`src/hw/rtl/kt_pkg.sv`:
```
// ----------------------------------------------------------------------------
// kt_pkg
// Shared types, token codes, keyword table and byte classification for the
// keyword tokenizer.
// ----------------------------------------------------------------------------
package kt_pkg;

  // Default identifier cap and fixed sizes
  localparam int unsigned MAX_IDENT_LEN_DEF = 64;
  localparam int unsigned KW_COUNT          = 14;
  localparam int unsigned CHUNK_BYTES       = 8;
  localparam int unsigned LEN_PORT_W        = 7;
  localparam int unsigned KW_IDX_W          = 4;

  // Token kinds
  localparam logic [4:0] KIND_END       = 5'd0;
  localparam logic [4:0] KIND_ADD       = 5'd1;
  localparam logic [4:0] KIND_SUB       = 5'd2;
  localparam logic [4:0] KIND_CARET     = 5'd3;
  localparam logic [4:0] KIND_EQUAL     = 5'd4;
  localparam logic [4:0] KIND_LESS      = 5'd5;
  localparam logic [4:0] KIND_GREATER   = 5'd6;
  localparam logic [4:0] KIND_LBRACKET  = 5'd7;
  localparam logic [4:0] KIND_RBRACKET  = 5'd8;
  localparam logic [4:0] KIND_SEMICOLON = 5'd9;
  localparam logic [4:0] KIND_COLON     = 5'd10;
  localparam logic [4:0] KIND_NUMBER    = 5'd11;
  localparam logic [4:0] KIND_SYMBOL    = 5'd12;
  localparam logic [4:0] KIND_KW_BASE   = 5'd13;

  typedef enum logic [1:0] {
    ST_SCAN,
    ST_CHUNK,
    ST_TAIL
  } fsm_e;

  typedef enum logic [1:0] {
    MODE_IDLE,
    MODE_NUM,
    MODE_IDENT
  } mode_e;

  // One result transaction
  typedef struct packed {
    logic [4:0]  kind;
    logic [31:0] num;
    logic [6:0]  len;
    logic        is_chunk;
    logic [63:0] chunk;
    logic        last;
  } res_t;

  // What one byte means when it is seen outside a pending token
  typedef struct packed {
    logic       has_tok;
    logic [4:0] kind;
    logic       start_num;
    logic       start_ident;
    logic       id_char;
    logic [3:0] digit;
    logic [7:0] up;
  } cls_t;

  // Keyword matcher controls
  typedef struct packed {
    logic       start;
    logic       upd;
    logic [7:0] ch;
  } kw_ctl_t;

  function automatic cls_t classify(input logic [7:0] ch, input logic eoi);
    cls_t c;
    c       = '0;
    c.up    = ch;
    c.digit = ch[3:0];
    if (eoi) begin
      c.has_tok = 1'b1;
      c.kind    = KIND_END;
    end else if (ch == " " || (ch >= 8'd9 && ch <= 8'd13)) begin
      c.has_tok = 1'b0;
    end else if (ch >= "0" && ch <= "9") begin
      c.start_num = 1'b1;
      c.id_char   = 1'b1;
    end else if (ch >= "A" && ch <= "Z") begin
      c.start_ident = 1'b1;
      c.id_char     = 1'b1;
    end else if (ch >= "a" && ch <= "z") begin
      c.start_ident = 1'b1;
      c.id_char     = 1'b1;
      c.up          = ch - 8'd32;
    end else if (ch == "_") begin
      // underscore only continues an identifier; alone it is unrecognized
      c.id_char = 1'b1;
      c.has_tok = 1'b1;
      c.kind    = KIND_END;
    end else begin
      c.has_tok = 1'b1;
      case (ch)
        "+":      c.kind = KIND_ADD;
        "-":      c.kind = KIND_SUB;
        "^":      c.kind = KIND_CARET;
        "=":      c.kind = KIND_EQUAL;
        "<":      c.kind = KIND_LESS;
        ">":      c.kind = KIND_GREATER;
        "[", "(": c.kind = KIND_LBRACKET;
        "]", ")": c.kind = KIND_RBRACKET;
        ";":      c.kind = KIND_SEMICOLON;
        ":":      c.kind = KIND_COLON;
        default:  c.kind = KIND_END;
      endcase
    end
    return c;
  endfunction

  // Keyword text, first character in the highest used byte
  function automatic logic [71:0] kw_text(input logic [KW_IDX_W-1:0] idx);
    logic [71:0] w;
    case (idx)
      4'd0:    w = 72'("IF");
      4'd1:    w = 72'("ELSE");
      4'd2:    w = 72'("WHILE");
      4'd3:    w = 72'("BEGIN");
      4'd4:    w = 72'("END");
      4'd5:    w = 72'("PROCEDURE");
      4'd6:    w = 72'("DEFINE");
      4'd7:    w = 72'("SET");
      4'd8:    w = 72'("AND");
      4'd9:    w = 72'("XOR");
      4'd10:   w = 72'("OR");
      4'd11:   w = 72'("INTEGER");
      4'd12:   w = 72'("CHAR");
      4'd13:   w = 72'("RETURN");
      default: w = '0;
    endcase
    return w;
  endfunction

  function automatic logic [3:0] kw_len(input logic [KW_IDX_W-1:0] idx);
    logic [3:0] l;
    case (idx)
      4'd0:    l = 4'd2;
      4'd1:    l = 4'd4;
      4'd2:    l = 4'd5;
      4'd3:    l = 4'd5;
      4'd4:    l = 4'd3;
      4'd5:    l = 4'd9;
      4'd6:    l = 4'd6;
      4'd7:    l = 4'd3;
      4'd8:    l = 4'd3;
      4'd9:    l = 4'd3;
      4'd10:   l = 4'd2;
      4'd11:   l = 4'd7;
      4'd12:   l = 4'd4;
      4'd13:   l = 4'd6;
      default: l = 4'd0;
    endcase
    return l;
  endfunction

  // Character of a keyword at a position, zero past its end
  function automatic logic [7:0] kw_char(input logic [KW_IDX_W-1:0] idx,
                                         input logic [6:0] pos);
    logic [71:0] w;
    logic [3:0]  l;
    logic [7:0]  c;
    w = kw_text(idx);
    l = kw_len(idx);
    c = '0;
    if (pos < 7'(l)) begin
      c = w[8*(int'(l) - 1 - int'(pos)) +: 8];
    end
    return c;
  endfunction

endpackage

```
`src/hw/rtl/kt_ident_mem.sv`:
```
// ----------------------------------------------------------------------------
// kt_ident_mem
// Identifier text store: rows of eight bytes, byte-lane writes, one
// registered row read per cycle.
// ----------------------------------------------------------------------------
module kt_ident_mem #(
  parameter int unsigned ROWS  = 8,
  parameter int unsigned ROW_W = 3
) (
  input  logic             clk_i,
  input  logic             wr_en_i,
  input  logic [ROW_W-1:0] wr_row_i,
  input  logic [2:0]       wr_lane_i,
  input  logic [7:0]       wr_byte_i,
  input  logic [ROW_W-1:0] rd_row_i,
  output logic [63:0]      rd_data_o
);

  logic [63:0] mem [ROWS];
  logic [63:0] rd_data_q;

  // Write one byte lane of a row
  always_ff @(posedge clk_i) begin
    if (wr_en_i) begin
      mem[wr_row_i][8*wr_lane_i +: 8] <= wr_byte_i;
    end
  end

  // Read one row, registered
  always_ff @(posedge clk_i) begin
    rd_data_q <= mem[rd_row_i];
  end

  assign rd_data_o = rd_data_q;

endmodule

```
`src/hw/rtl/kt_kw_match.sv`:
```
// ----------------------------------------------------------------------------
// kt_kw_match
// Running keyword match: one candidate bit per keyword, narrowed as each
// identifier character is stored, checked against length at the end.
// ----------------------------------------------------------------------------
module kt_kw_match #(
  parameter int unsigned LEN_W = 7
) (
  input  logic                          clk_i,
  input  logic                          rst_ni,
  input  kt_pkg::kw_ctl_t               ctl_i,
  input  logic [LEN_W-1:0]              pos_i,
  input  logic [LEN_W-1:0]              len_i,
  output logic                          hit_o,
  output logic [kt_pkg::KW_IDX_W-1:0]   idx_o
);

  logic [kt_pkg::KW_COUNT-1:0] mask_q, mask_d;

  // Narrow candidates with the new character
  always_comb begin
    mask_d = mask_q;
    for (int i = 0; i < kt_pkg::KW_COUNT; i++) begin
      if (ctl_i.start) begin
        mask_d[i] = (kt_pkg::kw_char(kt_pkg::KW_IDX_W'(i), 7'd0) == ctl_i.ch);
      end else if (ctl_i.upd) begin
        mask_d[i] = mask_q[i] &&
                    (kt_pkg::kw_char(kt_pkg::KW_IDX_W'(i), 7'(pos_i)) == ctl_i.ch);
      end
    end
  end

  always_ff @(posedge clk_i or negedge rst_ni) begin
    if (!rst_ni) begin
      mask_q <= '0;
    end else begin
      mask_q <= mask_d;
    end
  end

  // Keywords are distinct, so at most one candidate survives the length check
  always_comb begin
    hit_o = 1'b0;
    idx_o = '0;
    for (int i = 0; i < kt_pkg::KW_COUNT; i++) begin
      if (mask_q[i] && (7'(len_i) == 7'(kt_pkg::kw_len(kt_pkg::KW_IDX_W'(i))))) begin
        hit_o = 1'b1;
        idx_o = idx_o | kt_pkg::KW_IDX_W'(i);
      end
    end
  end

endmodule

```
`src/hw/rtl/kt_out_reg.sv`:
```
// ----------------------------------------------------------------------------
// kt_out_reg
// Result output register: holds one result transaction until it is taken.
// ----------------------------------------------------------------------------
module kt_out_reg (
  input  logic          clk_i,
  input  logic          rst_ni,
  input  logic          in_valid_i,
  input  kt_pkg::res_t  in_data_i,
  output logic          in_ready_o,
  output logic          out_valid_o,
  input  logic          out_ready_i,
  output kt_pkg::res_t  out_data_o
);

  logic         valid_q;
  kt_pkg::res_t data_q;

  // Free when empty or when the held result leaves this cycle
  assign in_ready_o = !valid_q || out_ready_i;

  always_ff @(posedge clk_i or negedge rst_ni) begin
    if (!rst_ni) begin
      valid_q <= 1'b0;
    end else if (in_ready_o) begin
      valid_q <= in_valid_i;
    end
  end

  always_ff @(posedge clk_i) begin
    if (in_ready_o && in_valid_i) begin
      data_q <= in_data_i;
    end
  end

  assign out_valid_o = valid_q;
  assign out_data_o  = data_q;

endmodule

```
`src/hw/rtl/keyword_tokenizer_unit.sv`:
```
// ----------------------------------------------------------------------------
// keyword_tokenizer_unit
// Streaming tokenizer: source bytes in, operator, number, keyword and symbol
// tokens out, with symbol text in eight-byte chunks.
// ----------------------------------------------------------------------------
// Rate: one byte per cycle in the scan state while the output register is free.
// A byte that ends a number or keyword and also gives its own token holds off
// the next byte until that token is sent from the tail state. A byte that ends
// a non-keyword identifier of length L holds off the next byte until ceil(L/8)
// chunks and any own token are out; the chunk burst is paced by the identifier
// memory, which yields one eight-byte row per cycle. Keyword matching is done
// as characters arrive. The identifier memory needs no clearing after reset.
// ----------------------------------------------------------------------------
module keyword_tokenizer_unit #(
  parameter int unsigned MAX_IDENT_LEN = kt_pkg::MAX_IDENT_LEN_DEF
) (
  input  logic        clk_i,
  input  logic        rst_ni,
  input  logic        in_valid_i,
  output logic        in_ready_o,
  input  logic [7:0]  char_in_i,
  input  logic        end_of_input_i,
  output logic        out_valid_o,
  input  logic        out_ready_i,
  output logic [4:0]  token_kind_o,
  output logic [31:0] number_value_o,
  output logic [6:0]  text_length_o,
  output logic        is_chunk_o,
  output logic [63:0] text_chunk_o,
  output logic        last_o
);

  localparam int unsigned LEN_W = $clog2(MAX_IDENT_LEN + 1);
  localparam int unsigned ROWS  = (MAX_IDENT_LEN + kt_pkg::CHUNK_BYTES - 1) /
                                  kt_pkg::CHUNK_BYTES;
  localparam int unsigned ROW_W = (ROWS > 1) ? $clog2(ROWS) : 1;

  kt_pkg::fsm_e    state_q, state_d;
  kt_pkg::mode_e   mode_q, mode_d;
  logic [31:0]     acc_q, acc_d;
  logic [LEN_W-1:0] len_q, len_d;
  logic [ROW_W-1:0] row_q, row_d;
  logic [7:0]      term_char_q, term_char_d;
  logic            term_end_q, term_end_d;
  logic [4:0]      tail_kind_q, tail_kind_d;

  logic            slot_free;
  logic            res_valid;
  kt_pkg::res_t    res;
  kt_pkg::res_t    out_data;

  logic            wr_en;
  logic [ROW_W-1:0] wr_row;
  logic [2:0]      wr_lane;
  logic [7:0]      wr_byte;
  logic [63:0]     rd_data;

  kt_pkg::kw_ctl_t kw_ctl;
  logic [LEN_W-1:0] kw_pos;
  logic            kw_hit;
  logic [kt_pkg::KW_IDX_W-1:0] kw_idx;

  logic [7:0]      src_char;
  logic            src_end;
  kt_pkg::cls_t    cls;
  logic            in_fire;
  logic            cont_num;
  logic            cont_id;
  logic [31:0]     acc_x10;
  logic [LEN_W-1:0] len_m1;
  logic            chunk_last;
  logic [63:0]     chunk_data;
  logic            apply_start;
  logic            apply_tail;

  // Byte under decision: the incoming one, or the held terminator after chunks
  assign src_char = (state_q == kt_pkg::ST_CHUNK) ? term_char_q : char_in_i;
  assign src_end  = (state_q == kt_pkg::ST_CHUNK) ? term_end_q  : end_of_input_i;
  assign cls      = kt_pkg::classify(src_char, src_end);

  assign in_fire  = in_valid_i && slot_free && (state_q == kt_pkg::ST_SCAN);
  assign cont_num = (mode_q == kt_pkg::MODE_NUM) && !end_of_input_i && cls.start_num;
  assign cont_id  = (mode_q == kt_pkg::MODE_IDENT) && !end_of_input_i && cls.id_char &&
                    (len_q < LEN_W'(MAX_IDENT_LEN));
  assign acc_x10  = {acc_q[28:0], 3'b000} + {acc_q[30:0], 1'b0} + {28'd0, cls.digit};

  // Chunk bookkeeping
  assign len_m1     = len_q - LEN_W'(1);
  assign chunk_last = (row_q == len_m1[ROW_W+2:3]);

  always_comb begin
    for (int b = 0; b < 8; b++) begin
      chunk_data[8*b +: 8] = (LEN_W'({row_q, 3'(b)}) < len_q) ? rd_data[8*b +: 8] : 8'd0;
    end
  end

  // Sequencer: next state, memory and matcher controls, result
  always_comb begin
    state_d     = state_q;
    mode_d      = mode_q;
    acc_d       = acc_q;
    len_d       = len_q;
    row_d       = row_q;
    term_char_d = term_char_q;
    term_end_d  = term_end_q;
    tail_kind_d = tail_kind_q;
    in_ready_o  = 1'b0;
    res_valid   = 1'b0;
    res         = '0;
    wr_en       = 1'b0;
    wr_row      = len_q[ROW_W+2:3];
    wr_lane     = len_q[2:0];
    wr_byte     = cls.up;
    kw_ctl      = '0;
    kw_ctl.ch   = cls.up;
    kw_pos      = len_q;
    apply_start = 1'b0;
    apply_tail  = 1'b0;

    case (state_q)
      kt_pkg::ST_SCAN: begin
        in_ready_o = slot_free;
        if (in_fire) begin
          if (cont_num) begin
            acc_d = acc_x10;
          end else if (cont_id) begin
            wr_en      = 1'b1;
            kw_ctl.upd = 1'b1;
            len_d      = len_q + LEN_W'(1);
          end else begin
            case (mode_q)
              kt_pkg::MODE_NUM: begin
                res_valid   = 1'b1;
                res.kind    = kt_pkg::KIND_NUMBER;
                res.num     = acc_q;
                res.last    = !cls.has_tok;
                apply_start = 1'b1;
                apply_tail  = 1'b1;
              end
              kt_pkg::MODE_IDENT: begin
                res_valid = 1'b1;
                if (kw_hit) begin
                  res.kind    = kt_pkg::KIND_KW_BASE + 5'(kw_idx);
                  res.last    = !cls.has_tok;
                  apply_start = 1'b1;
                  apply_tail  = 1'b1;
                end else begin
                  // Hold the terminator until the text is out
                  res.kind    = kt_pkg::KIND_SYMBOL;
                  res.len     = 7'(len_q);
                  term_char_d = char_in_i;
                  term_end_d  = end_of_input_i;
                  row_d       = '0;
                  state_d     = kt_pkg::ST_CHUNK;
                end
              end
              default: begin
                res_valid   = cls.has_tok;
                res.kind    = cls.kind;
                res.last    = 1'b1;
                apply_start = 1'b1;
              end
            endcase
          end
        end
      end
      kt_pkg::ST_CHUNK: begin
        if (slot_free) begin
          res_valid    = 1'b1;
          res.kind     = kt_pkg::KIND_SYMBOL;
          res.is_chunk = 1'b1;
          res.chunk    = chunk_data;
          res.last     = chunk_last && !cls.has_tok;
          row_d        = row_q + ROW_W'(1);
          if (chunk_last) begin
            apply_start = 1'b1;
            apply_tail  = 1'b1;
          end
        end
      end
      kt_pkg::ST_TAIL: begin
        if (slot_free) begin
          res_valid = 1'b1;
          res.kind  = tail_kind_q;
          res.last  = 1'b1;
          state_d   = kt_pkg::ST_SCAN;
        end
      end
      default: begin
        state_d = kt_pkg::ST_SCAN;
      end
    endcase

    // Start whatever the decided byte opens
    if (apply_start) begin
      mode_d = kt_pkg::MODE_IDLE;
      if (cls.start_num) begin
        acc_d  = {28'd0, cls.digit};
        mode_d = kt_pkg::MODE_NUM;
      end else if (cls.start_ident) begin
        wr_en        = 1'b1;
        wr_row       = '0;
        wr_lane      = 3'd0;
        kw_ctl.start = 1'b1;
        len_d        = LEN_W'(1);
        mode_d       = kt_pkg::MODE_IDENT;
      end
    end

    // Queue the byte's own token behind the pending one
    if (apply_tail) begin
      tail_kind_d = cls.kind;
      state_d     = cls.has_tok ? kt_pkg::ST_TAIL : kt_pkg::ST_SCAN;
    end
  end

  always_ff @(posedge clk_i or negedge rst_ni) begin
    if (!rst_ni) begin
      state_q <= kt_pkg::ST_SCAN;
      mode_q  <= kt_pkg::MODE_IDLE;
      acc_q   <= '0;
      len_q   <= '0;
      row_q   <= '0;
    end else begin
      state_q <= state_d;
      mode_q  <= mode_d;
      acc_q   <= acc_d;
      len_q   <= len_d;
      row_q   <= row_d;
    end
  end

  always_ff @(posedge clk_i) begin
    term_char_q <= term_char_d;
    term_end_q  <= term_end_d;
    tail_kind_q <= tail_kind_d;
  end

  // Identifier text; the read row follows the next chunk row
  kt_ident_mem #(
    .ROWS  (ROWS),
    .ROW_W (ROW_W)
  ) u_mem (
    .clk_i     (clk_i),
    .wr_en_i   (wr_en),
    .wr_row_i  (wr_row),
    .wr_lane_i (wr_lane),
    .wr_byte_i (wr_byte),
    .rd_row_i  (row_d),
    .rd_data_o (rd_data)
  );

  kt_kw_match #(
    .LEN_W (LEN_W)
  ) u_kw (
    .clk_i  (clk_i),
    .rst_ni (rst_ni),
    .ctl_i  (kw_ctl),
    .pos_i  (kw_pos),
    .len_i  (len_q),
    .hit_o  (kw_hit),
    .idx_o  (kw_idx)
  );

  kt_out_reg u_out (
    .clk_i       (clk_i),
    .rst_ni      (rst_ni),
    .in_valid_i  (res_valid),
    .in_data_i   (res),
    .in_ready_o  (slot_free),
    .out_valid_o (out_valid_o),
    .out_ready_i (out_ready_i),
    .out_data_o  (out_data)
  );

  assign token_kind_o   = out_data.kind;
  assign number_value_o = out_data.num;
  assign text_length_o  = out_data.len;
  assign is_chunk_o     = out_data.is_chunk;
  assign text_chunk_o   = out_data.chunk;
  assign last_o         = out_data.last;

endmodule

```
`config.mk`:
```
export PLATFORM = sky130hd
export DESIGN_NAME = keyword_tokenizer_unit
export DESIGN_NICKNAME = d
export VERILOG_FILES = /design/src/hw/rtl/kt_pkg.sv /design/src/hw/rtl/kt_ident_mem.sv /design/src/hw/rtl/kt_kw_match.sv /design/src/hw/rtl/kt_out_reg.sv /design/src/hw/rtl/keyword_tokenizer_unit.sv
export SDC_FILE = /design/constraint.sdc
export NUM_CORES = 1
export LEC_CHECK = 0
export ABC_CLOCK_PERIOD_IN_PS = 9300
export BUFFER_PORTS_ARGS = -buffer_cell sky130_fd_sc_hd__clkbuf_2
export CORE_MARGIN = 2
export CORE_UTILIZATION = 60
export CTS_CLUSTER_DIAMETER = 150
export DETAILED_ROUTE_END_ITERATION = 10
export HOLD_SLACK_MARGIN = 0.06
export PLACE_DENSITY_LB_ADDON = 0.05
export SYNTH_ARGS = -nofsm -noshare
export SYNTH_HDL_FRONTEND = slang
export SYNTH_SLANG_ARGS = --single-unit
```
`constraint.sdc`:
```
create_clock -name clk_i -period 9.3 [get_ports clk_i]
set_input_delay 1.86 -clock clk_i [delete_from_list [all_inputs] [get_ports clk_i]]
set_output_delay 1.86 -clock clk_i [all_outputs]
set_load 0.01 [all_outputs]
```
# After elaboration in Yosys (flattened, before gate mapping)
# Memories as Yosys holds them, arrays and structs flattened. A register that Yosys moved wholly into a read port is not among the register bits.
# Cells that the tools add are included.
[op_classes]
addsub = 29
n_lt_le_gt_ge = 31
n_eq_ne = 61
shift = 30
muxes = 305
n_bitwise = 7
n_reduce_logical = 64
[op_table]
columns = ["op", "n"]
rows = [
  ["two-way mux 72 bit", 42],
  ["variable part select 72 x 32 -> 8 bit", 26],
  ["two-way mux 8 bit", 85],
  ["equality test 8 bit", 28],
  ["two-way mux 32 bit", 6],
  ["variable part select 72 x 8 -> 8 bit", 2],
  ["two-way mux 44 bit", 3],
  ["two-way mux 4 bit", 28],
  ["two-way mux 1 bit", 82],
  ["equality test 8 x 6 -> 1 bit, second input constant", 10],
  ["subtractor 4 x 1 -> 5 bit, second input constant", 14],
  ["two-way mux 66 bit", 1],
  ["two-way mux 64 bit", 1],
  ["variable shift 8 x 34 -> 64 bit, first input constant", 1],
  ["variable part select 8 x 34 -> 64 bit", 1],
  ["two-way mux 7 bit", 9],
  ["subtractor 5 x 8 -> 9 bit", 7],
  ["< comparator 6 x 7 -> 1 bit", 8],
  ["two-way mux 3 bit", 17],
  ["< comparator 7 x 4 -> 1 bit", 7],
  ["logical AND 1 bit", 41],
  ["one-hot mux 4 bit (10 select lines)", 1],
  ["negator 6 -> 34 bit", 1],
  ["adder 32 bit", 1],
  ["44 further kinds", 105],
]
[totals]
ff_bits = 185
mem_bits_rw = 512
input_bits = 13
elab_cells = 551
mem_count = 1
[memory_table]
columns = ["name", "depth", "width", "read_ports", "rd_ports_with_merged_regs", "write_ports", "line_no", "rtl"]
rows = [
  ["u_mem.mem", 8, 64, 1, 1, 1, "kt_ident_mem.sv:19", "logic [63:0] mem [ROWS];"],
]

# Longest topological paths before layout
# Gate-level depths: netlist of the first run.
[depth]
depth_word = 34
ltp_mapped = 25
mapped_depth_nobuf = 19

# Modules after synthesis
# Synthesis of the first run repeated with hierarchy kept, for this count alone.
[hier_totals]
hier_cells = 2342
area_unflattened_um2 = 34200.3
[modules_own_cells]
columns = ["module", "instances", "cells_each", "area_per_inst_um2", "seq_area_each_um2"]
rows = [
  ["kt_ident_mem", 1, 987, 21358.0, 16656.0],
  ["keyword_tokenizer_unit", 1, 824, 6635.1, 1541.5],
  ["kt_out_reg", 1, 114, 3357.0, 3328.2],
  ["kt_kw_match", 1, 417, 2850.2, 350.3],
]

# Worst setup path before layout of the first run
# No wires, ideal clock.
[synth_timing]
path_kind = "input -> register"
from = "input port char_in_i[7]"
to = "memory u_mem.mem[5][16] (enable)"
setup_ns = 0.383
arrival_ns = 6.634
slack_ns = 2.283
cell_stages = 19
path_cell_list = "or4b_1 -> a21oi_1 -> a31oi_1 -> o2bb2ai_2 -> o211ai_1 -> a31oi_1 -> nor3_1 -> clkbuf_1 -> clkbuf_1 -> clkbuf_1 -> nor2_1 -> inv_1 -> ha_1 -> ha_1 -> clkbuf_1 -> or3_1 -> or4_1 -> clkbuf_1 -> nor3_1"
[synth_between]
elab_chain_cells = 19
word_cells_on_any_way = 49
cone_classes = "add/sub (1); order compare (8); eq/ne (2); shift (1); mux (29); reduce/logical (8)"
[synth_rtl]
columns = ["element", "line_no", "rtl"]
rows = [
  ["from (decl)", "keyword_tokenizer_unit.sv:21", "input logic [7:0] char_in_i,"],
  ["two-way mux 8 bit (*)", "keyword_tokenizer_unit.sv:77", "assign src_char = (state_q == kt_pkg::ST_CHUNK) ? term_char_q : char_in_i;"],
  [">= comparator 8 x 7 -> 1 bit (tied with other cells)", "kt_pkg.sv:87", "end else if (ch >= \"a\" && ch <= \"z\") begin"],
  ["logical AND 1 bit or two-way mux 1 bit (tied branches)", "kt_pkg.sv:87, kt_pkg.sv:91", ""],
  ["two-way mux 1 bit", "kt_pkg.sv:87", ""],
  ["two-way mux 2 bit", "kt_pkg.sv:84", "end else if (ch >= \"A\" && ch <= \"Z\") begin"],
  ["two-way mux 1 bit", "kt_pkg.sv:81", "end else if (ch >= \"0\" && ch <= \"9\") begin"],
  ["two-way mux 8 bit (*)", "kt_pkg.sv:79", "end else if (ch == \" \" || (ch >= 8'd9 && ch <= 8'd13)) begin"],
  ["two-way mux 3 bit (*)", "kt_pkg.sv:76", "if (eoi) begin"],
  ["branches (longest 11 deep; another with negator 6 -> 34 bit)", "--", ""],
  ["to (decl)", "kt_ident_mem.sv:19", ""],
]
# Every way passes the cells marked *.

# Worst setup path in the final report of the first run
[layout_timing]
from = "register state_q[1]"
to = "memory u_mem.mem[5][32] (enable)"
[layout_between]
elab_chain_cells = 20
word_cells_on_any_way = 53
cone_classes = "add/sub (1); order compare (8); eq/ne (3); shift (1); mux (30); reduce/logical (10)"
[layout_rtl]
columns = ["element", "line_no", "rtl"]
rows = [
  ["from (decl)", "keyword_tokenizer_unit.sv:38", "kt_pkg::fsm_e state_q, state_d;"],
  ["from (signal assigned)", "keyword_tokenizer_unit.sv:219", "state_q <= kt_pkg::ST_SCAN;"],
  ["from (signal assigned)", "keyword_tokenizer_unit.sv:225", "state_q <= state_d;"],
  ["branches (longest 20 deep; another with >= comparator 8 x 7 -> 1 bit)", "--", ""],
]
# Several ways; the timed one is not identified.

==> summary.md, run 1 <==
| Metric | Value |
|---|---|
| Post-route insts no fill | `3434` |
| Synth top area cells | `edfxtp_1 56%, mux2i_1 6.1%, dfrtp_1 4.5%, dfxtp_1 3.8%, ha_1 3.2%` |
| CTS tree | `built` |
| Outcome | `finished, final reports clean` |
| Placed Cells incl. Taps | `3290` |
| Final WS setup | `2.012 ns` |
| Core area | `around 0.056 mm^2` |
| Hold Path Class | `flip-flop to flip-flop` |
| F_max | `137.2 MHz` |
| Layout cell share with drive strength beyond 1 | `0.1266` |
| Clk Latency, worst-skew pair | `0.63 ns` |
| Met1 GRT Util | `0.4022` |
| Distinct cell type count after synthesis | `91` |
| Total CTS buffers | `a little under 80` |
| Met3 GRT Util | `0.04195` |
| CP max stage delay | `1.00 ns` |
| Commonest non-fill, non-tap cells in the layout | `635 x edfxtp_1, 204 x mux2i_1, 177 x nor2_1` |
| Commonest non-fill, non-tap cell in the layout | `edfxtp_1` |
| Async S/R FF share, synth | `0.08026` |
| FF+latch count, synth | `760` |
| Final hold slack | `0.4479 ns` |
| Fillers | `4010` |
| Drt pass-1 iters | `5` |
| Crit-path leading delay family | `simple AND/OR/NAND/NOR gates` |
| Clock transition at path regs | `approximately 0.060 ns` |
| Via count | `approximately 22000` |
| # clock sinks | `760` |
| Synth Flop Type | `edfxtp_1` |
| Hold_buf cts | `0` |
| Post-layout util | `0.6731` |
| Fin. max-slew vios | `0` |
| Die Area | `0.05840 mm^2` |
| R2R Setup Slk | `2.01 ns` |
| Cts repair resizes | `0` |
| Critical Path AT | `7.53 ns` |
| Power Density | `315.8 mW/mm^2` |
| Routed WL | `84120 um` |
| Diodes inserted | `0` |
| CP max FO | `47` |
| Total Power | `11.94 mW` |
| Top-area cell type share of the netlist area | `0.5626` |
| Initial antenna violation count | `1` |
| CP Launch Type | `flip-flop` |
| Die Width | `241.7 um` |
| Root cell of the clock tree | `clkbuf_16` |
| Yosys warns | `0` |
| Hpwl dp | `around 53000 um` |
| Synth-to-Final Area Change | `11.55%` |
| Drt drc | `0` |
| Worst clock skew | `0.02524 ns` |
| GRT met2 Usage | `0.4639` |
| Die Y | `~240 um` |
| Syn Nets | `between 2000 and 3000` |
| Post-route design area | `~0.038 mm^2` |
| Vias in the first global route | `21780` |
| Via-to-Cell Ratio | `6.384` |
| Setup Buffers After CTS | `0` |
| Starting DRT DRC Count | `about 2000` |
| Cell Area, Placed | `roughly 0.035 mm^2` |
| Max-cap violations | `0` |
| Htree depth | `3` |
| Final hold vios | `0` |
| CTS Buffer Depth | `3` |
| Leading area contributor after synthesis | `edfxtp_1` |
| Setup violations, final | `0` |
| Fin crit share | `0.7837` |
| Crit path max-delay cell type | `nor3_1` |
| Peak supply drop | `0.3391 mV` |
| EDFF count, synth | `635` |
| Final net count | `2715` |
| Post-Synthesis Cells | `2518` |
| CP Class | `flip-flop to flip-flop` |
| RSZ-0062 raised after global routing | `no` |
| Overflow after GRT | `0` |
| Worst slew margin | `0.1064` |
| Seq/Total Area, Yosys | `0.6455` |
| Setup crit end kind | `flip-flop` |
| Total track usage | `0.2868` |
| Cell Rows | `87` |
| # port buffers | `about 120` |
| GRT Max-Usage Layer | `met2` |
| Fin Setup TNS | `0 ns` |
| Largest net degree at the start of global routing | `118` |
| CP Buf/Inv Count | `2` |
| Initial Utilization | `0.6034` |
| Routed length per instance | `24.50 um` |
| LEAKAGE | `14.44 nW` |
| Critical path, cell by cell | `inv_1 -> ha_2 -> or4bb_1 -> a21oi_1 -> a31oi_1 -> o2bb2ai_2 -> o211ai_1 -> a31oi_1 -> nor3_2 -> nor2_1 -> inv_1 -> ha_1 -> ha_1 -> or3_1 -> or4_1 -> nor3_1` |
| DRT antenna net count | `0` |
| Tmin final | `7.288 ns` |
| Syn Std Cell Area | `0.03389 mm^2` |
| Global-route wire length before repair | `129200 um` |
| Syn_area_per_cell | `13.46 um^2` |
| WP data required | `9.54 ns` |
| # IOs | `~130` |
| Slew @ Worst Pin | `1.330 ns` |
| Placer Congestion | `0.9421` |
| Post-Place Worst Slack | `around 1.6 ns` |
==> worst reg2reg max path, delay by kind of cell, from the launching register on <==
kind | cells | cell delay [ns]
buffers and inverters | 2 | 0.22
adder cells (fa/ha/maj) | 3 | 1.41
AO/OA/AOI/OAI | 5 | 1.57
AND/OR/NAND/NOR | 6 | 3.30
flip-flops | 1 | 0.41
==> cells by family (layout without fill, tap and decap cells) <==
| kind of cell | count (synthesis) | count (layout) | synth area share |
|---|---|---|---|
| compound gates | 537 | 537 | 0.1149 |
| xor+xnor | 56 | 56 | 0.01447 |
| fa+ha+maj | 89 | 89 | 0.03330 |
| buf+inv | 189 | 349 | 0.02592 |
| flops | 760 | 760 | 0.6455 |
| mux | 215 | 215 | 0.06412 |
| simple gates | 672 | 672 | 0.1018 |
==> synth_stat cells, types with 7 or more instances <==
master / number
a21oi_1: 106
o31ai_1: 10
buf_6: 14
and2_1: 82
nand2_1: 118
o211ai_1: 10
edfxtp_1: 635
mux2i_1: 207
nor2_1: 177
dfxtp_1: 64
and3_1: 50
or3_1: 18
o2bb2ai_1: 43
or4_1: 7
nand2b_1: 14
a21o_1: 19
buf_4: 11
a41o_1: 7
xnor2_1: 43
clkbuf_1: 94
buf_1: 10
o2bb2ai_2: 19
o21ai_0: 61
nor3b_1: 8
nand4_1: 21
a31oi_1: 26
o22ai_1: 74
a211oi_1: 10
nand3_1: 37
dfrtp_1: 61
nor4_1: 18
inv_1: 35
o21a_1: 8
ha_1: 87
buf_2: 18
nor2b_1: 10
xor2_1: 13
nor3_1: 71
a211o_1: 69
==> where the power goes <==
group	internal [mW]	total (mW)	switching [mW]
sequential	4.34	4.51	0.170
clock	1.86	3.17	1.31
combinational	1.48	4.26	2.78
total	7.68	11.9	4.26
==> final timing paths <==
kind	start	endpoint	cells after the start
setup / recovery	state_q[1]$_DFFE_PN0P_	u_mem.mem[5][32]$_DFFE_PP_	16
hold / removal	u_mem.mem[0][58]$_DFFE_PP_	u_mem.rd_data_o[58]$_DFF_P_	1
setup reg to reg	state_q[1]$_DFFE_PN0P_	u_mem.mem[5][32]$_DFFE_PP_	16
hold reg to reg	u_mem.mem[0][58]$_DFFE_PP_	u_mem.rd_data_o[58]$_DFF_P_	1
max in group asynchronous	rst_ni	u_kw.mask_q[5]$_DFFE_PN0P_	2
min in group asynchronous	rst_ni	acc_q[17]$_DFF_PN0_	2
==> per-layer routing <==
| metal | vias up | wire [um] |
|---|---|---|
| li1 | 9902 | - |
| met1 | 10933 | 35570 |
| met2 | 924 | 40090 |
| met3 | 163 | 6167 |
| met4 | 0 | 2289 |
| met5 | - | 0 |
==> layout make-up <==
type	instances	area, um^2	share of cell area
clock buffer	114	2250	0.05950
clock inverter	30	375.4	0.009928
inverter	42	157.7	0.004170
multi-input combinational	1569	11260	0.2979
sequential	760	21880	0.5786
tap	756	945.9	0.02502
timing repair buffer	163	938.4	0.02482
==> state kept, by name (all words and copies together) (netlist names) <==
signal,count
kw_pos,7
row_q,3
u_mem.mem,512
u_out.out_data_o,110
u_kw.mask_q,14
term_end_q,1
acc_q,32
state_q,2
term_char_q,8
tail_kind_q,4
mode_q,2
u_mem.rd_data_o,64
u_out.out_valid_o,1
(Power assumes the default switching activity.)
==> run 2, diff against run 1 <==
--- a/config.mk
+++ b/config.mk
@@ -5,7 +5,8 @@
 export SDC_FILE = /design/constraint.sdc
 export NUM_CORES = 1
 export LEC_CHECK = 0
-export ABC_CLOCK_PERIOD_IN_PS = 9300
+export ABC_AREA = 1
+export ABC_CLOCK_PERIOD_IN_PS = 6900
 export BUFFER_PORTS_ARGS = -buffer_cell sky130_fd_sc_hd__clkbuf_2
 export CORE_MARGIN = 2
 export CORE_UTILIZATION = 60
==> constraint.sdc (replaced) <==
create_clock -name clk_i -period 6.9 [get_ports clk_i]
set_input_delay 1.38 -clock clk_i [delete_from_list [all_inputs] [get_ports clk_i]]
set_output_delay 1.38 -clock clk_i [all_outputs]
set_load 0.01 [all_outputs]
==> run 2 against run 1 <==
- die area grew 9.9%
- via count is 26% higher
- power increased by 77%
- maximum frequency increased by 29%
- non-clock buffer count is 36 higher
- synthesized area up 10%
- critical path depth grew 1
- clock-buffer cell count down 4
- sequential power grew 40%
- synthesized cell count is 62% higher
- critical endpoint is now u_mem.mem[5][38]$_DFFE_PP_
- largest power group is now combinational cells
- highest routed layer unchanged
==> summary.md, run 2 <==
| Metric | Value |
|---|---|
| Initial antenna violation count | `0 (-1)` |
| Total CTS buffers | `79 (+2.6%)` |
| Final WS setup | `1.254 ns (-0.7573 ns)` |
| Final hold slack | `0.4998 ns (+0.05189 ns)` |
| Worst clock skew | `0.02238 ns (-0.002862 ns)` |
| Final hold vios | `0 (unchanged)` |
| Post-Synthesis Cells | `4087 (+62%)` |
| Synth-to-Final Area Change | `10.74%` |
| Vias in the first global route | `25830 (+19%)` |
| CP Launch Type | `flip-flop` |
| DRT antenna net count | `0 (unchanged)` |
| Post-Place Worst Slack | `0.7903 ns (-0.8005 ns)` |
| Synth top area cells | `edfxtp_1 51%, nand2_1 9.2%, nand3_1 8.0%, inv_1 7.4%, dfrtp_1 4.1%` |
| Async S/R FF share, synth | `0.08026 (unchanged)` |
| Power Density | `511.0 mW/mm^2 (+62%)` |
| Fin. max-slew vios | `0 (unchanged)` |
| R2R depth | `17 (+1)` |
| Fillers | `4995 (+25%)` |
| Post-route insts no fill | `5090 (+48%)` |
| Die Width | `253.4 um (+4.8%)` |
| Slew @ Worst Pin | `1.242 ns (-0.08806 ns)` |
| Total track usage | `0.3025 (+0.01574)` |
| Synth Flop Type | `edfxtp_1` |
| Top reg by flops | `u_mem.mem` |
| Layout cell share with drive strength beyond 1 | `0.09146 (-0.03512)` |
| Starting DRT DRC Count | `2870 (+40%)` |
| Routed length per instance | `18.87 um (-23%)` |
| Placed Cells incl. Taps | `4946 (+50%)` |
| Clk Latency, worst-skew pair | `0.63 ns (about the same)` |
| Top-area cell type share of the netlist area | `0.5110 (-0.05156)` |
| Min-Delay Path Depth | `2 (+1)` |
| Tmin final | `5.646 ns (-1.643 ns)` |
| Hold Path Class | `flip-flop to flip-flop` |
| Setup Buffers After CTS | `0 (unchanged)` |
| Commonest non-fill, non-tap cell in the layout | `nand2_1` |
| Most common cell in the netlist | `nand2_1` |
| CTS tree | `built` |
| CTS Buffer Depth | `3 (unchanged)` |
| WP data required | `7.16 ns (-2.38 ns)` |
| Cell Rows | `91 (+4.6%)` |
| LEAKAGE | `19.03 nW (+32%)` |
| # port buffers | `124 (unchanged)` |
| Yosys warns | `0 (unchanged)` |
| Leading area contributor after synthesis | `edfxtp_1` |
| Distinct cell type count after synthesis | `59 (-35%)` |
| Root cell of the clock tree | `clkbuf_16` |
| Final net count | `4292 (+58%)` |
| Via count | `27729 (+26%)` |
| Max reg flops | `512 (unchanged)` |
| Commonest non-fill, non-tap cells in the layout | `911 x nand2_1, 736 x inv_1, 635 x edfxtp_1` |
| Setup violations, final | `0 (unchanged)` |
| Syn Std Cell Area | `0.03731 mm^2 (+10%)` |
| FF+latch count, synth | `760 (unchanged)` |
| Diodes inserted | `0 (unchanged)` |
| F_max | `177.1 MHz (+29%)` |
| Routed WL | `96020 um (+14%)` |
| RSZ-0062 raised after global routing | `no` |
| Total Power | `21.11 mW (+77%)` |
| Core area | `0.06160 mm^2 (+9.7%)` |
| Setup crit end kind | `flip-flop` |
| Placer Congestion | `0.9477 (+0.59%)` |
| Drt pass-1 iters | `6 (+1)` |
| CP max FO | `20 (-57%)` |
| Fin crit share | `0.8182 (+0.03451)` |
| Syn_area_per_cell | `9.129 um^2 (-32%)` |
| Die Area | `0.06420 mm^2 (+9.9%)` |
| # clock sinks | `760 (unchanged)` |
| Global-route wire length before repair | `147700 um (+14%)` |
| Peak supply drop | `0.5280 mV (+56%)` |
| Fin Setup TNS | `0 ns (unchanged)` |
| Syn Nets | `4189 (+60%)` |
| Hold_buf cts | `0 (unchanged)` |
| Via-to-Cell Ratio | `5.448 (-15%)` |
| # IOs | `125 (unchanged)` |
| Overflow after GRT | `0 (unchanged)` |
| Max-cap violations | `0 (unchanged)` |
| Largest net degree at the start of global routing | `160 (+36%)` |
| Clock transition at path regs | `0.06 ns (about the same)` |
| Critical Path AT | `5.90 ns (-1.63 ns)` |
| Drt drc | `0 (unchanged)` |
| Post-synth top cells | `914 x nand2_1, 736 x inv_1, 635 x edfxtp_1, 593 x nand3_1, 393 x nor2_1` |
| Die Y | `253.4 um (+4.8%)` |
| Hpwl dp | `63160 um (+20%)` |
| Worst slew margin | `0.1708 (+0.06433)` |
| CP Class | `flip-flop to flip-flop` |
| Htree depth | `3 (unchanged)` |
| EDFF count, synth | `635 (unchanged)` |
| Seq/Total Area, Yosys | `0.5863 (-0.05915)` |
| Cts repair resizes | `0 (unchanged)` |
| Initial Utilization | `0.6057 (+0.002332)` |
| Outcome | `finished, final reports clean` |
run 2: path summary, 6_finish.rpt:
check	start	end	slack (ns)
max	kw_pos[2]$_DFF_PN0_	u_mem.mem[5][38]$_DFFE_PP_	1.25
min	u_kw.mask_q[9]$_DFFE_PN0P_	u_kw.mask_q[9]$_DFFE_PN0P_	0.50
max reg2reg	kw_pos[2]$_DFF_PN0_	u_mem.mem[5][38]$_DFFE_PP_	1.25
min reg2reg	u_kw.mask_q[9]$_DFFE_PN0P_	u_kw.mask_q[9]$_DFFE_PN0P_	0.50
max in group asynchronous	rst_ni	u_kw.mask_q[13]$_DFFE_PN0P_	5.37
min in group asynchronous	rst_ni	acc_q[11]$_DFF_PN0_	0.96
run 2: cell families (layout without fill, tap and decap cells):
| logic type | count (synthesis) | in the layout | share of synthesized area |
|---|---|---|---|
| adder cells (fa/ha/maj) | 89 | 89 | 0.03025 |
| buffers and inverters | 927 | 1093 | 0.1001 |
| AO/OA/AOI/OAI | 237 | 237 | 0.03736 |
| AND/OR/NAND/NOR | 2009 | 2009 | 0.2307 |
| multiplexers | 1 | 1 | 0.0003018 |
| XOR/XNOR | 64 | 64 | 0.01502 |
| flip-flops | 760 | 760 | 0.5863 |
run 2: cell type report:
class	count	area [um^2]	share of cell area
clock buffer	110	2225	0.05384
sequential	760	21880	0.5294
inverter	750	2820	0.06825
multi-input combinational	2400	11770	0.2847
tap	837	1047	0.02535
timing repair buffer	199	1271	0.03077
clock inverter	34	315.3	0.007631
run 2: power by group:
group	leakage (nW)	internal [mW]	switching (mW)	total (mW)
sequential	7.45	6.02	0.280	6.30
combinational	10.3	3.02	7.63	10.6
clock	1.23	2.41	1.76	4.17
total	19.0	11.4	9.67	21.1
run 2: stage by stage:
| stage | area (um^2) | util |
|---|---|---|
| finish | 41320 | 0.6708 |
| global route | 41320 | 0.6708 |
| CTS | 41320 | 0.6708 |
| detailed placement | 38780 | 0.6296 |
| global placement | 38780 | 0.6296 |
| floorplan | 37310 | - |
run 2: worst max-delay path: stages, from the launching register on:
cell and delay, ns:
dfrtp_1 0.60, inv_1 0.36, ha_1 0.35, a21boi_0 0.31
inv_1 0.07, nand2_1 0.08, nand2_1 0.08, xor2_1 0.14
a211oi_1 0.22, nand3_1 0.23, nand2_2 0.21, nand2_4 0.13
nand2_4 0.14, inv_1 0.14, ha_1 0.57, nor2_1 0.31
nand2_1 0.37, nor3_1 0.96
run 2: layer usage:
metal	vias to the layer above	track usage	routed length, um
met1	13012	0.4267	41290
met4	0	0.1111	3199
met3	192	0.03999	7215
met2	1119	0.4826	44310
met5	-	0	0
li1	13406	-	-
